**src/hw/rtl/ct3_pkg.sv**
```systemverilog
// ct3_pkg: shared constants, types and the census compare function for the
// 3x3 census transform unit. No dependencies.

package ct3_pkg;

	localparam int MAX_WIDTH   = 1024;
	localparam int PIXEL_BITS  = 8;
	localparam int COL_BITS    = $clog2(MAX_WIDTH);
	localparam int WIDTH_BITS  = 11;
	localparam int HEIGHT_BITS = 12;
	localparam int CODE_BITS   = 8;

	// output queue
	localparam int OUT_DEPTH = 4;
	localparam int OPTR_BITS = $clog2(OUT_DEPTH);
	localparam int OCNT_BITS = $clog2(OUT_DEPTH + 1);

	// register indexes
	localparam logic [1:0] REG_IMAGE_WIDTH  = 2'd0;
	localparam logic [1:0] REG_IMAGE_HEIGHT = 2'd1;

	typedef logic [PIXEL_BITS-1:0] pix_t;

	typedef struct packed {
		logic                 last;
		logic [CODE_BITS-1:0] code;
	} out_word_t;

	// bit i set when neighbour i is <= centre; nb[7] is top-left
	function automatic logic [CODE_BITS-1:0] census8(
		input pix_t                           ctr,
		input logic [CODE_BITS-1:0][PIXEL_BITS-1:0] nb
	);
		logic [CODE_BITS-1:0] code;
		code = '0;
		for (int i = 0; i < CODE_BITS; i++) begin
			code[i] = (nb[i] <= ctr);
		end
		return code;
	endfunction

endpackage

```
**src/hw/rtl/ct3_out_fifo.sv**
```systemverilog
// ct3_out_fifo: small register queue that holds finished census words
// until the downstream side takes them. Depends on ct3_pkg.

module ct3_out_fifo
	import ct3_pkg::*;
(
	input  logic                 clk,
	input  logic                 arst_n,
	input  logic                 push,
	input  out_word_t            push_word,
	input  logic                 pop,
	output out_word_t            head_word,
	output logic [OCNT_BITS-1:0] count
);

	out_word_t             slot_q [OUT_DEPTH];
	logic [OPTR_BITS-1:0]  wptr_q;
	logic [OPTR_BITS-1:0]  rptr_q;
	logic [OCNT_BITS-1:0]  count_q;

	always_ff @(posedge clk or negedge arst_n) begin
		if (!arst_n) begin
			wptr_q  <= '0;
			rptr_q  <= '0;
			count_q <= '0;
		end else begin
			if (push) begin
				wptr_q <= wptr_q + 1'b1;
			end
			if (pop) begin
				rptr_q <= rptr_q + 1'b1;
			end
			unique case ({push, pop})
				2'b10:   count_q <= count_q + 1'b1;
				2'b01:   count_q <= count_q - 1'b1;
				default: count_q <= count_q;
			endcase
		end
	end

	always_ff @(posedge clk) begin
		if (push) begin
			slot_q[wptr_q] <= push_word;
		end
	end

	assign head_word = slot_q[rptr_q];
	assign count     = count_q;

endmodule

```
**config.mk**
```make
export PLATFORM = sky130hd
export DESIGN_NAME = ct3_out_fifo
export DESIGN_NICKNAME = d
export VERILOG_FILES = /design/src/hw/rtl/ct3_pkg.sv /design/src/hw/rtl/ct3_out_fifo.sv
export SDC_FILE = /design/constraint.sdc
export NUM_CORES = 1
export LEC_CHECK = 0
export ABC_CLOCK_PERIOD_IN_PS = 1700
export BUFFER_PORTS_ARGS = -buffer_cell sky130_fd_sc_hd__clkbuf_2
export CAP_MARGIN = 20
export CORE_ASPECT_RATIO = 0.8
export CORE_MARGIN = 2
export CORE_UTILIZATION = 50
export DETAILED_ROUTE_END_ITERATION = 10
export HOLD_SLACK_MARGIN = 0.05
export PLACE_DENSITY = 0.82
export SYNTH_ARGS = -nofsm -noshare
export SYNTH_HDL_FRONTEND = slang
export SYNTH_SLANG_ARGS = --single-unit
```
**constraint.sdc**
```tcl
create_clock -name clk -period 1.7 [get_ports clk]
set_input_delay 0.085 -clock clk [delete_from_list [all_inputs] [get_ports clk]]
set_output_delay 0.085 -clock clk [all_outputs]
set_load 0.01 [all_outputs]
```
**After elaboration in Yosys (flattened, before gate mapping)**

Memory sizes are Yosys's and may differ from the RTL's.
Index checks and enable logic that the tools add are counted.

- Memories kept: 1
- Register bits after elaboration: 7
- Bits in writable memories: 36
- Bits in latches: 0
- Memory bits (read-only): 0
- Output and inout port bits: 12
- Word-level logic and storage cells: 14

Memories:

| name | depth | bits a word | read ports | clocked after memory_dff | wr ports | line | source |
|---|---|---|---|---|---|---|---|
| slot_q | 4 | 9 | 1 | 0 | 1 | ct3_out_fifo.sv:16 | `out_word_t slot_q [OUT_DEPTH];` |

- Add/sub/neg operators: 4
- Muxes and demuxes: 3
- Equality and inequality tests: 2
- Bitwise logic cells: 0
- Shifts and indexed selects: 0
- Reduce and logical (&&, ||, !) cells: 1
- Multiply operators: 0
- Order comparisons: 0
- Divide/modulo/power cells: 0

Operators with widths:

| cell | count |
|---|---|
| one-hot mux 3 bit (2 select lines) | 1 |
| adder 2 x 1 -> 2 bit, second input constant | 2 |
| adder 3 x 1 -> 3 bit, second input constant | 1 |
| subtractor 3 x 1 -> 3 bit, second input constant | 1 |
| == test 2 x 1 -> 1 bit, second input constant | 1 |
| == test 2 bit, second input constant | 1 |
| 2-to-1 mux 1 bit | 2 |
| nonzero test 2 bit | 1 |

**Depth between registers and ports, before layout**

- Word-level depth: 2
- Depth in mapped cells: 7
- Depth with buffers taken out: 7

**Worst setup path after synthesis**

No wires, ideal clock.

- Kind: register -> register
- Start point: register count_q[1] (netlist: count[1])
- End point: register count_q[2] (netlist: count[2])
- Clock period less this slack: 1352 ps
- Library setup time: 79 ps
- Data required time: 1621 ps
- Data arrival time: 1273 ps
- Cell stages (with the launch flop): 6
- Setup slack: 348 ps
- Path through: dfrtp_1 > inv_1 > fa_1 > xor2_1 > nor2_1 > xor2_1

- Longest elaborated chain between the ends: 2

Ends and longest elaborated chain:

| what | line | source |
|---|---|---|
| start, declared | ct3_out_fifo.sv:19 | `logic [OCNT_BITS-1:0] count_q;` |
| start signal, assigned | ct3_out_fifo.sv:34 | `2'b10: count_q <= count_q + 1'b1;` |
| start signal, assigned | ct3_out_fifo.sv:35 | `2'b01: count_q <= count_q - 1'b1;` |
| start signal, assigned | ct3_out_fifo.sv:36 | `default: count_q <= count_q;` |
| subtractor 3 x 1 -> 3 bit or adder 3 x 1 -> 3 bit (tied branches) | ct3_out_fifo.sv:35, ct3_out_fifo.sv:34 |  |
| one-hot mux 3 bit (2 select lines) * | ct3_out_fifo.sv:33 | `unique case ({push, pop})` |

Mark *: on every way between the ends. The rest lies on a longest branch, timed or not.
A chain may end at the register's enable or synchronous reset.

==> summary.md <==
| Metric | Value |
|---|---|
| Outcome | completed |
| Top Layer Used | met4 |
| FILL cells | between 200 and 250 |
| DRC Markers | 0 |
| Initial core utilization | between 50% and 60% |
| CP Max Fanout | 5 |
| Register area | roughly 1300 um^2 |
| Tmin final | between 1.5 and 2 ns |
| Grt ovf | 0 |
| Leakage power | 0.825 nW |
| Design area | 2110 um^2 |
| Final GP Congestion | 0.684 |
| Peak supply drop | around 0.0008 V |
| Nets | about 150 |
| Number of global-route vias before repair | around 870 |
| Met2 Wirelength | 1.32 mm |
| Max-slew headroom | 68.3% |
| Core area | 3150 um^2 |
| Final Hold Fails | 0 |
| Placed cell areas | about 1900 um^2 |
| Post-DP HPWL | between 1.5 and 2 mm |
| Power Density | 1580 nW/um^2 |
| Die width | between 60 and 70 um |
| Dpl ws | ~0.23 ns |
| Routed vias/inst | a little under 5 |
| Number of buffers created by CTS | 5 |
| Vias | just over 800 |
| WS Path Type | reg2out |
| Fin Clk Skew | roughly 0.006 ns |
| Finish-stage setup viols | 0 |
| Area fraction of the dominant cell type after synthesis | roughly 64% |
| Met3 Routed Length | around 150 um |
| Placed cells | roughly 150 |
| Synthesized-area fraction occupied by xor and xnor cells | 3.11% |
| Max-cap violations | 0 |
| Multiplexer area fraction after synthesis | 12.8% |
| Clock Sinks | between 40 and 50 |
| CP endpoint kind | output port |
| CTS tree | done |
| 1st-iter DRT viols | between 40 and 50 |
| Post-synth top area cell | edfxtp_1 |
| Final Instance Count excl. Fillers | 168 |
| Final Total Pwr | around 3.3 mW |
| Internal power | 2.39 mW |
| Adder-Cell Fraction of Synth Area | 4.89% |
| Worst EP arrival | 1.51 ns |
| Crit-path max cell delay | ~0.55 ns |
| Reg power frac | between 40% and 50% |
| Synth Instances | between 80 and 90 |
| First-pass GRT wire length | just over 4 mm |
| Sw Pwr | 944 uW |
| Synth Area in Simple Gates | about 2.1% |
| CTS root buffer | clkbuf_8 |
| Tcrit/Tclk final | a little over nine tenths |
| Clk Latency, worst-skew pair | ~0.29 ns |
| Switching fraction of total power | 28.3% |
| CTS H-tree lvls | 2 |
| Synth-to-Final Area Change | 24.8% |
| WL/cell | roughly 16 um |
| Largest family of logic cells by synthesized area | multiplexers |
| Seq/Total Area, Yosys | between 70% and 80% |
| Layout cells sized above 1 | between 30% and 40% |
| Startpoint Class | flip-flop |
| Initial antenna violation count | 0 |
| Area of the multi-input gates | between 300 and 400 um^2 |
| Die height | around 56 um |
| Count of input and output buffers | 24 |
| Synth Area in Compound Gates | less than 1% |
| CP cell instances | buf_4, mux4_1, clkbuf_2 |
| F_max | ~630 MHz |
| Inserted Diodes | 0 |
| Avg Cell Area, Syn | between 20 and 25 um^2 |
| Worst EP required | between 1.5 and 2 ns |
| Slew Viols, Final | 0 |
| Final TNS setup | 0 ns |
| Comb pwr share | between 30% and 40% |
| Slew of the pin with the lowest slew margin | approximately 0.48 ns |
| Syn nets | 100 |
| Slowest cell on the critical path | mux4_1 |
| Largest cells by area after synthesis | edfxtp_1 (64%), mux4_2 (11%), dfrtp_1 (10%) |
| Seq cells post-synth | 43 |
| Largest net degree at the start of global routing | 14 |
| Clock group share of total power | approximately 23% |
| Gr usage total | 15.9% |
| DR pass1 iterations | 4 |
| # rows | 18 |
| Antenna viol nets, final | 0 |
| Synth unique cells | 16 |
| Num ports | 25 |
| Clk slew on worst S/H paths | ~0.070 ns |
| Final wirelength | approximately 2.6 mm |
| Die area | 3860 um^2 |
| Synth Warn # | 0 |
| Min-Delay Path Class | in2reg |
| Setup WS post-layout | approximately 0.10 ns |
| Synthesized area | about 1700 um^2 |
| Max clock buf depth | 2 |
| RSZ-0062 raised after global routing | false |
| WL met1 | 1.12 mm |
==> cells in the final DEF (no fill, tap or decap), types with 2 or more instances in the layout <==
cell type	n
ha_1	5
buf_4	6
and2_1	4
xnor2_1	2
clkbuf_2	24
mux4_2	8
dlygate4sd3_1	11
xor2_1	4
nand2_1	2
clkbuf_8	5
dfrtp_1	6
inv_1	6
edfxtp_1	36
==> cell families after synthesis <==
family | count (synthesis)
adders and majority gates | 6
buffers and inverters | 8
xor gates and xnor gates | 6
muxes | 10
and+or+nand+nor | 7
DFF | 43
AOI/OAI and AO/OA | 1
==> through the flow <==
step,util [%],hold slack [ns]
floorplan,-,-0.211
global placement,59.1,-0.0695
detailed placement,59.1,-0.0651
CTS,66.1,0.0577
global route,66.8,0.0769
finish,66.8,0.0629
==> cells in the mapped netlist <==
library cell / n
o21ai_0: 1
xnor2_1: 2
edfxtp_1: 36
ha_1: 5
buf_2: 1
mux4_2: 8
nor2_1: 1
and2_1: 4
dfrtp_1: 7
xor2_1: 4
fa_1: 1
nand2_1: 2
mux2i_1: 1
buf_6: 1
inv_1: 6
mux4_1: 1
==> critical path: cells and delay by family, from the launching register on <==
kind	cells	cell delay (ns)
multiplexers	1	0.55
flip-flops	1	0.41
buffers and inverters	2	0.27
==> path summary, 6_finish.rpt <==
| check | slack (ns) | startpoint | depth (start not counted) | endpoint |
|---|---|---|---|---|
| worst max-delay path | 0.10 | rptr_q[0] | 3 | head_word[8] |
| worst min-delay path | 0.06 | push | 2 | wptr_q[0] |
| worst max register to register | 0.26 | wptr_q[0] | 3 | slot_q[2][0] |
| worst min register to register | 0.47 | count[2] | 1 | count[2] |
| max in group asynchronous | 1.37 | arst_n | 2 | rptr_q[0] |
| min in group asynchronous | 0.15 | arst_n | 2 | count[2] |
==> what timing repair did <==
action	4_1_cts	5_1_grt
buffers inserted	0	3
resized for setup	1	0
hold buffers	11	0
setup endpoints to repair	6	5
pin swaps	0	0
hold endpoints to repair	44	0
==> power by group through the flow <==
| stage | Sequential (mW) | Combinational (mW) | Clock (mW) |
|---|---|---|---|
| 2_1_floorplan | 1.52 | 0.688 | 0 |
| 3_3_place_gp | 1.57 | 0.943 | 0 |
| 3_5_place_dp | 1.59 | 0.956 | 0 |
| 4_1_cts | 1.58 | 0.985 | 0.768 |
| 5_1_grt | 1.59 | 1.15 | 0.816 |
| 6_report | 1.56 | 1.02 | 0.748 |
==> area by class of cell <==
| cell class | count | share of cell area, % |
|---|---|---|
| Clock buffer | 5 | 3.27 |
| Clock inverter | 3 | 1.84 |
| Timing Repair Buffer | 41 | 13.1 |
| Tap cell | 40 | 2.38 |
| Inverter | 6 | 1.07 |
| Multi-Input combinational cell | 30 | 18.7 |
| Sequential cell | 43 | 59.7 |
==> sequential cells by signal (all words and copies together) (netlist names) <==
| name | flops |
|---|---|
| slot_q | 36 |
| count | 3 |
| rptr_q | 2 |
| wptr_q | 2 |
==> metal layers <==
| layer | vias to the layer above | GRT usage, % |
|---|---|---|
| li1 | 397 | - |
| met4 | 0 | 8.40 |
| met1 | 384 | 19.9 |
| met2 | 29 | 24.5 |
| met5 | - | 0 |
| met3 | 4 | 4.86 |
Power figures use the tool's default switching activity.
